==> src/spot_pkg.sv <==
// Package for the shape pair overlap test: shape kinds, pairing codes and default sizes.
package spot_pkg;

  localparam int unsigned COORD_BITS_DEF = 16;

  typedef enum logic [1:0] {
    KIND_POINT   = 2'd0,
    KIND_RECT    = 2'd1,
    KIND_CIRCLE  = 2'd2,
    KIND_INVALID = 2'd3
  } kind_t;

  // Ordered pairing of two shapes, lower kind first.
  typedef enum logic [2:0] {
    PAIR_NONE,
    PAIR_PT_RECT,
    PAIR_PT_CIRC,
    PAIR_RECT_RECT,
    PAIR_RECT_CIRC,
    PAIR_CIRC_CIRC
  } pair_t;

endpackage

==> src/shape_pair_overlap_test_unit.sv <==
// Top level of the shape pair overlap test: input register, overlap logic, result register.
//
// Usage: each transfer on the input channel carries two shapes (kind, centre, width and
// height each). A shape is a point, a centre-based rectangle or a circle whose diameter is
// the larger of its width and height. For every input transfer exactly one result transfer
// follows, in order, carrying out_hit (the shapes overlap or touch) and out_unsupported
// (a point-point pair or an invalid kind code, always with out_hit low).
//
// A pair accepted at a clock edge is captured in the input register, evaluated by one
// combinational pass and loaded into the result register as soon as that register is
// empty or being read out; its result transfer is then offered on the output channel.
// Throughput is one pair per cycle unless out_ready stalls; the two registers form a
// two-entry pipeline, so a new pair is taken while a result still waits.
//
// When the receiver stalls (out_ready low), the result holds and the pair behind it stays
// in the input register; in_ready drops only when both registers are full.
// Reset (rst_n low at a clock edge) empties both registers; no result is pending after it.
//
// The arithmetic works on doubled coordinates so half sizes stay exact, and it compares
// squared distances, so no roots or divisions are needed.
module shape_pair_overlap_test_unit #(
  parameter int unsigned COORD_BITS = spot_pkg::COORD_BITS_DEF
) (
  input  logic                         clk,
  input  logic                         rst_n,
  input  logic                         in_valid,
  output logic                         in_ready,
  input  logic [1:0]                   in_left_kind,
  input  logic signed [COORD_BITS-1:0] in_left_x,
  input  logic signed [COORD_BITS-1:0] in_left_y,
  input  logic [COORD_BITS-1:0]        in_left_w,
  input  logic [COORD_BITS-1:0]        in_left_h,
  input  logic [1:0]                   in_right_kind,
  input  logic signed [COORD_BITS-1:0] in_right_x,
  input  logic signed [COORD_BITS-1:0] in_right_y,
  input  logic [COORD_BITS-1:0]        in_right_w,
  input  logic [COORD_BITS-1:0]        in_right_h,
  output logic                         out_valid,
  input  logic                         out_ready,
  output logic                         out_hit,
  output logic                         out_unsupported
);

  localparam int unsigned N = COORD_BITS;

  // Input register.
  logic                   s1_valid_r;
  spot_pkg::kind_t        l_kind_r, r_kind_r;
  logic signed [N-1:0]    l_x_r, l_y_r, r_x_r, r_y_r;
  logic [N-1:0]           l_w_r, l_h_r, r_w_r, r_h_r;

  // Result register.
  logic                   out_valid_r;
  logic                   hit_r, unsup_r;
  logic                   hit_nxt, unsup_nxt;

  logic                   s2_ready;
  logic                   s1_ready;
  logic                   in_xfer;
  logic                   s2_load;

  assign s2_ready = !out_valid_r || out_ready;
  assign s1_ready = !s1_valid_r || s2_ready;
  assign in_ready = s1_ready;
  assign in_xfer  = in_valid && s1_ready;
  assign s2_load  = s1_valid_r && s2_ready;

  always_ff @(posedge clk) begin
    if (!rst_n) begin
      s1_valid_r <= 1'b0;
    end else if (s1_ready) begin
      s1_valid_r <= in_valid;
    end
  end

  always_ff @(posedge clk) begin
    if (in_xfer) begin
      l_kind_r <= spot_pkg::kind_t'(in_left_kind);
      l_x_r    <= in_left_x;
      l_y_r    <= in_left_y;
      l_w_r    <= in_left_w;
      l_h_r    <= in_left_h;
      r_kind_r <= spot_pkg::kind_t'(in_right_kind);
      r_x_r    <= in_right_x;
      r_y_r    <= in_right_y;
      r_w_r    <= in_right_w;
      r_h_r    <= in_right_h;
    end
  end

  // Order the pair so that shape a has the lower kind code.
  logic                swap;
  spot_pkg::kind_t     a_kind, b_kind;
  logic signed [N-1:0] a_x, a_y, b_x, b_y;
  logic [N-1:0]        a_w, a_h, b_w, b_h;
  logic [N-1:0]        a_d, b_d;

  assign swap   = (r_kind_r < l_kind_r);
  assign a_kind = swap ? r_kind_r : l_kind_r;
  assign b_kind = swap ? l_kind_r : r_kind_r;
  assign a_x    = swap ? r_x_r : l_x_r;
  assign a_y    = swap ? r_y_r : l_y_r;
  assign a_w    = swap ? r_w_r : l_w_r;
  assign a_h    = swap ? r_h_r : l_h_r;
  assign b_x    = swap ? l_x_r : r_x_r;
  assign b_y    = swap ? l_y_r : r_y_r;
  assign b_w    = swap ? l_w_r : r_w_r;
  assign b_h    = swap ? l_h_r : r_h_r;
  assign a_d    = (a_w > a_h) ? a_w : a_h;
  assign b_d    = (b_w > b_h) ? b_w : b_h;

  // Classify the ordered pair. Anything with an invalid code or two points is unsupported.
  spot_pkg::pair_t pair;

  always_comb begin
    pair = spot_pkg::PAIR_NONE;
    unique case (a_kind)
      spot_pkg::KIND_POINT: begin
        if (b_kind == spot_pkg::KIND_RECT) begin
          pair = spot_pkg::PAIR_PT_RECT;
        end else if (b_kind == spot_pkg::KIND_CIRCLE) begin
          pair = spot_pkg::PAIR_PT_CIRC;
        end
      end
      spot_pkg::KIND_RECT: begin
        if (b_kind == spot_pkg::KIND_RECT) begin
          pair = spot_pkg::PAIR_RECT_RECT;
        end else if (b_kind == spot_pkg::KIND_CIRCLE) begin
          pair = spot_pkg::PAIR_RECT_CIRC;
        end
      end
      spot_pkg::KIND_CIRCLE: begin
        if (b_kind == spot_pkg::KIND_CIRCLE) begin
          pair = spot_pkg::PAIR_CIRC_CIRC;
        end
      end
      default: pair = spot_pkg::PAIR_NONE;
    endcase
  end

  // Absolute centre distances in doubled units. The raw difference needs one extra bit;
  // its magnitude fits unsigned in the same width, and doubling adds one more.
  logic signed [N:0] dx_raw, dy_raw;
  logic [N:0]        adx_raw, ady_raw;
  logic [N+1:0]      adx, ady;

  assign dx_raw  = {a_x[N-1], a_x} - {b_x[N-1], b_x};
  assign dy_raw  = {a_y[N-1], a_y} - {b_y[N-1], b_y};
  assign adx_raw = dx_raw[N] ? (~dx_raw + 1'b1) : dx_raw;
  assign ady_raw = dy_raw[N] ? (~dy_raw + 1'b1) : dy_raw;
  assign adx     = {adx_raw, 1'b0};
  assign ady     = {ady_raw, 1'b0};

  // Half extents that count: a point contributes none, and only a rectangle is a box.
  logic [N-1:0] aw_eff, ah_eff, bw_eff, bh_eff;
  logic [N-1:0] grow;

  assign aw_eff = (a_kind == spot_pkg::KIND_RECT) ? a_w : '0;
  assign ah_eff = (a_kind == spot_pkg::KIND_RECT) ? a_h : '0;
  assign bw_eff = (b_kind == spot_pkg::KIND_RECT) ? b_w : '0;
  assign bh_eff = (b_kind == spot_pkg::KIND_RECT) ? b_h : '0;
  // A rectangle against a circle is grown by the circle diameter in one axis at a time.
  assign grow   = (pair == spot_pkg::PAIR_RECT_CIRC) ? b_d : '0;

  logic [N+1:0] box_w, box_h, box_wg, box_hg;
  logic         box_hit;

  assign box_w   = {2'b00, aw_eff} + {2'b00, bw_eff};
  assign box_h   = {2'b00, ah_eff} + {2'b00, bh_eff};
  assign box_wg  = box_w + {2'b00, grow};
  assign box_hg  = box_h + {2'b00, grow};
  assign box_hit = ((adx <= box_w) && (ady <= box_hg)) ||
                   ((adx <= box_wg) && (ady <= box_h));

  // Distance test. With a rectangle as shape a, the offset to its nearest corner is the
  // absolute distance less the half extent; otherwise the extent is zero and this is the
  // plain centre distance.
  logic signed [N+2:0]   ex, ey;
  logic signed [2*N+5:0] sq_x, sq_y;
  logic [2*N+3:0]        dist_sq;
  logic [N:0]            diam;
  logic [2*N+1:0]        diam_sq;
  logic                  near_hit;

  assign ex      = $signed({1'b0, adx}) - $signed({3'b000, aw_eff});
  assign ey      = $signed({1'b0, ady}) - $signed({3'b000, ah_eff});
  assign sq_x    = ex * ex;
  assign sq_y    = ey * ey;
  assign dist_sq = {1'b0, sq_x[2*N+2:0]} + {1'b0, sq_y[2*N+2:0]};
  assign diam    = (pair == spot_pkg::PAIR_CIRC_CIRC) ? ({1'b0, a_d} + {1'b0, b_d})
                                                      : {1'b0, b_d};
  assign diam_sq = diam * diam;
  assign near_hit = (dist_sq <= {2'b00, diam_sq});

  always_comb begin
    case (pair) inside
      spot_pkg::PAIR_PT_RECT, spot_pkg::PAIR_RECT_RECT: hit_nxt = box_hit;
      spot_pkg::PAIR_RECT_CIRC:                         hit_nxt = box_hit || near_hit;
      spot_pkg::PAIR_PT_CIRC, spot_pkg::PAIR_CIRC_CIRC: hit_nxt = near_hit;
      default:                                          hit_nxt = 1'b0;
    endcase
    unsup_nxt = (pair == spot_pkg::PAIR_NONE);
  end

  always_ff @(posedge clk) begin
    if (!rst_n) begin
      out_valid_r <= 1'b0;
    end else if (s2_ready) begin
      out_valid_r <= s1_valid_r;
    end
  end

  always_ff @(posedge clk) begin
    if (s2_load) begin
      hit_r   <= hit_nxt;
      unsup_r <= unsup_nxt;
    end
  end

  assign out_valid       = out_valid_r;
  assign out_hit         = hit_r;
  assign out_unsupported = unsup_r;

endmodule

==> config.mk <==
export PLATFORM = sky130hd
export DESIGN_NAME = shape_pair_overlap_test_unit
export DESIGN_NICKNAME = d
export VERILOG_FILES = /design/src/spot_pkg.sv /design/src/shape_pair_overlap_test_unit.sv
export SDC_FILE = /design/constraint.sdc
export NUM_CORES = 2
export LEC_CHECK = 0
export BUFFER_PORTS_ARGS = -buffer_cell sky130_fd_sc_hd__buf_4
export CAP_MARGIN = 20
export CORE_ASPECT_RATIO = 0.5
export CORE_MARGIN = 5
export CORE_UTILIZATION = 25
export DETAILED_ROUTE_END_ITERATION = 10
export PLACE_DENSITY = 0.48
export SLEW_MARGIN = 10
export SYNTH_ARGS = -nofsm -noshare
export SYNTH_HDL_FRONTEND = slang
export SYNTH_SLANG_ARGS = --single-unit
==> constraint.sdc <==
create_clock -name clk -period 22.2 [get_ports clk]
set_input_delay 1.11 -clock clk [delete_from_list [all_inputs] [get_ports clk]]
set_output_delay 1.11 -clock clk [all_outputs]
set_load 0.02 [all_outputs]
==> impl_metrics.csv <==
group,metric,value,unit
critical_path,rr_worst_depth,68,
yosys,synth.most_common_cell,"inv_1",
clock_tree,insertion_delay,0.51,ns
yosys,synth_top_family_by_area,"adder cells",
clock_tree,hold_buffers,0,
clock_tree,numCtsBuffers,17,
cells_and_area,fin_nets,7206,
clock_tree,cts_tree,"done",
critical_path,cp-end-kind,"flip-flop",
timing,fin_skew,0.04407,ns
floorplan,die_w,635.2,um
timing,rsz0062_at_grt,"false",
drt,dr.pass1.iters,7,
drt,post_drt_wl_per_cell,17.90,um
yosys,synth_top_area_cell,"fa_1",
floorplan,initial_core_util,0.2522,
critical_path,arrival,19.15,ns
place,place_ws,3.531,ns
yosys,syn-instance-count,5507,
timing,tightest_slew,1.004,ns
drt,dr.first_iter.drc_count,1958,
floorplan,rows,114,
global_route,grt_overflow,0,
clock_tree,clock_path_buffers,2,
cells_and_area,drive_gt1_frac,0.06060,
drt,viasPerCell,4.459,
clock_tree,ctsRootBufferMaster,"clkbuf_16",
floorplan,die-area,204900,um^2
clock_tree,cts_resized,0,
timing,slew_violations,0,
timing,hold_viol,0,
yosys,avgSynthCellArea,8.872,um^2
global_route,grt_max_degree,76,
critical_path,cp_max_fo,65,
place,dp_hpwl,127000,um
flow_run,drv_cap,0,
clock_tree,cts.sinks,136,
status,status,"completed",
clock_tree,clk_pin_slew,0.11,ns
global_route,grt_usage,0.1461,
floorplan,ios,140,
yosys,synthArstFlopShare,0,
yosys,ys_types,97,
cells_and_area,final_cells,8259,
timing,post-route-period-util,0.8502,
yosys,yosysWarningCount,0,
critical_path,slowest_stage,"a2111oi_0",
critical_path,cpMostUsedCell,"inv_1",
yosys,netlist_area,48860,um^2
drt,vias,36825,
global_route,grt_pass1_vias,38656,
yosys,yosys_register_bits,136,
critical_path,cp_data_required_time,22.47,ns
yosys,yosys.area_share.adder,0.4969,
drt,drc_errors,0,
timing,max_freq,52.98,MHz
yosys,synthMuxAreaShare,0.02282,
hold_path,hold_depth,1,
drt,ant_nets,0,
global_route,antenna_found_initial,10,
yosys,synth_top_area_share,0.3397,
yosys,synthFlopType,"edfxtp_1",
yosys,synth_xor_xnor_area_share,0.05785,
timing,layout_setup_ws,3.325,ns
floorplan,core-area,193700,um^2
yosys,synth_compound_area_frac,0.1077,
critical_path,slowest_delay,0.65,ns
yosys,seq_area_frac_synth,0.08318,
global_route,grt_pass1_wl,231300,um
place,portBuffers,139,
yosys,ys_top_cells_by_count,"inv_1, fa_1, ha_1, nor2_1, nand2_1",
timing,relSlewSlack,0.3112,
hold_path,hold_path_class,"flip-flop to flip-flop",
cells_and_area,syn_to_final_growth,10.48,%
drt,drt-total-wl,147800,um
yosys,syn_nets,7082,
place,dp_cells,8222,
place,place.gp.congestion,0.8745,
timing,setup_viol,0,
yosys,synth-edff-count,134,
clock_tree,cts_setup_buffers,0,
floorplan,dieHeight,322.6,um
timing,setup_tns,0,ns
yosys,synthSimpleGateAreaFrac,0.1263,
timing,period_minus_slack,18.87,ns
yosys,synthTopCellsByArea,"fa_1, ha_1, inv_1",
critical_path,cp-start-kind,"flip-flop",
clock_tree,cts_max_level,4,
critical_path,path_class,"flip-flop to flip-flop",
per-layer routing:
metal / track usage / up-vias / part of all wire
met4: 0.03019 / 4 / 0.018
met3: 0.02061 / 93 / 0.052
met5: 0 / - / 0.00018
li1: - / 17779 / -
met1: 0.1972 / 18283 / 0.46
met2: 0.2501 / 666 / 0.47
final cells by class:
cell class	count	area [um^2]
Antenna cell	5	12.51
Clock buffer	17	425.4
Clock inverter	15	187.7
Fill cell	20964	139700
Inverter	1254	4707
Multi-Input combinational cell	4015	39760
Sequential cell	136	4064
Tap cell	2610	3266
Timing Repair Buffer	207	1554
sequential cells by signal, summed over array words and instances (netlist names):
register and cells:
l_kind_r 2, l_x_r 16, l_w_r 16, out_unsupported 1, out_valid 1, l_y_r 16, s1_valid_r 1, l_h_r 16
r_kind_r 2, out_hit 1, r_w_r 16, r_x_r 16, r_y_r 16, r_h_r 16
layout by cell type (no fill, tap or decap), types with 134 or more instances in the layout:
cell type,count
nand2_1,392
o21ai_0,145
fa_1,829
buf_4,207
edfxtp_1,134
xnor2_1,214
nor2_1,473
ha_1,610
a21oi_1,248
inv_1,1235
stage by stage:
stage | cell area, um^2 | hold slack (ns) | utilization
floorplan | 48860 | 0.4768 | -
global placement | 53350 | 0.5062 | 0.2754
detailed placement | 53350 | 0.5084 | 0.2754
CTS | 53960 | 0.5442 | 0.2786
global route | 53960 | 0.5962 | 0.2786
finish | 53980 | 0.5433 | 0.2787
logic make-up after synthesis:
group	count (synthesis)
AOI/OAI and AO/OA	806
DFF	136
muxes	110
adders and majority gates	1444
xor gates and xnor gates	318
and+or+nand+nor	1337
buffers and inverters	1356
critical path, delay by kind of cell (launching register included):
| kind | cells | cell delay [ns] |
|---|---|---|
| xor+xnor | 1 | 0.16 |
| buf+inv | 9 | 1.45 |
| mux | 1 | 0.41 |
| simple gates | 14 | 2.85 |
| compound gates | 30 | 7.84 |
| flops | 1 | 0.43 |
| fa+ha+maj | 13 | 5.45 |
path summary, 6_finish.rpt:
check / from / endpoint / slack [ns]
worst min-delay path: s1_valid_r / out_valid / 0.54
worst min register to register: s1_valid_r / out_valid / 0.54
worst max register to register: r_kind_r[1] / out_hit / 3.33
worst max-delay path: r_kind_r[1] / out_hit / 3.33
Power is not shown: default switching activity piles up to over one toggle a cycle in this logic, so the estimate is an artifact.
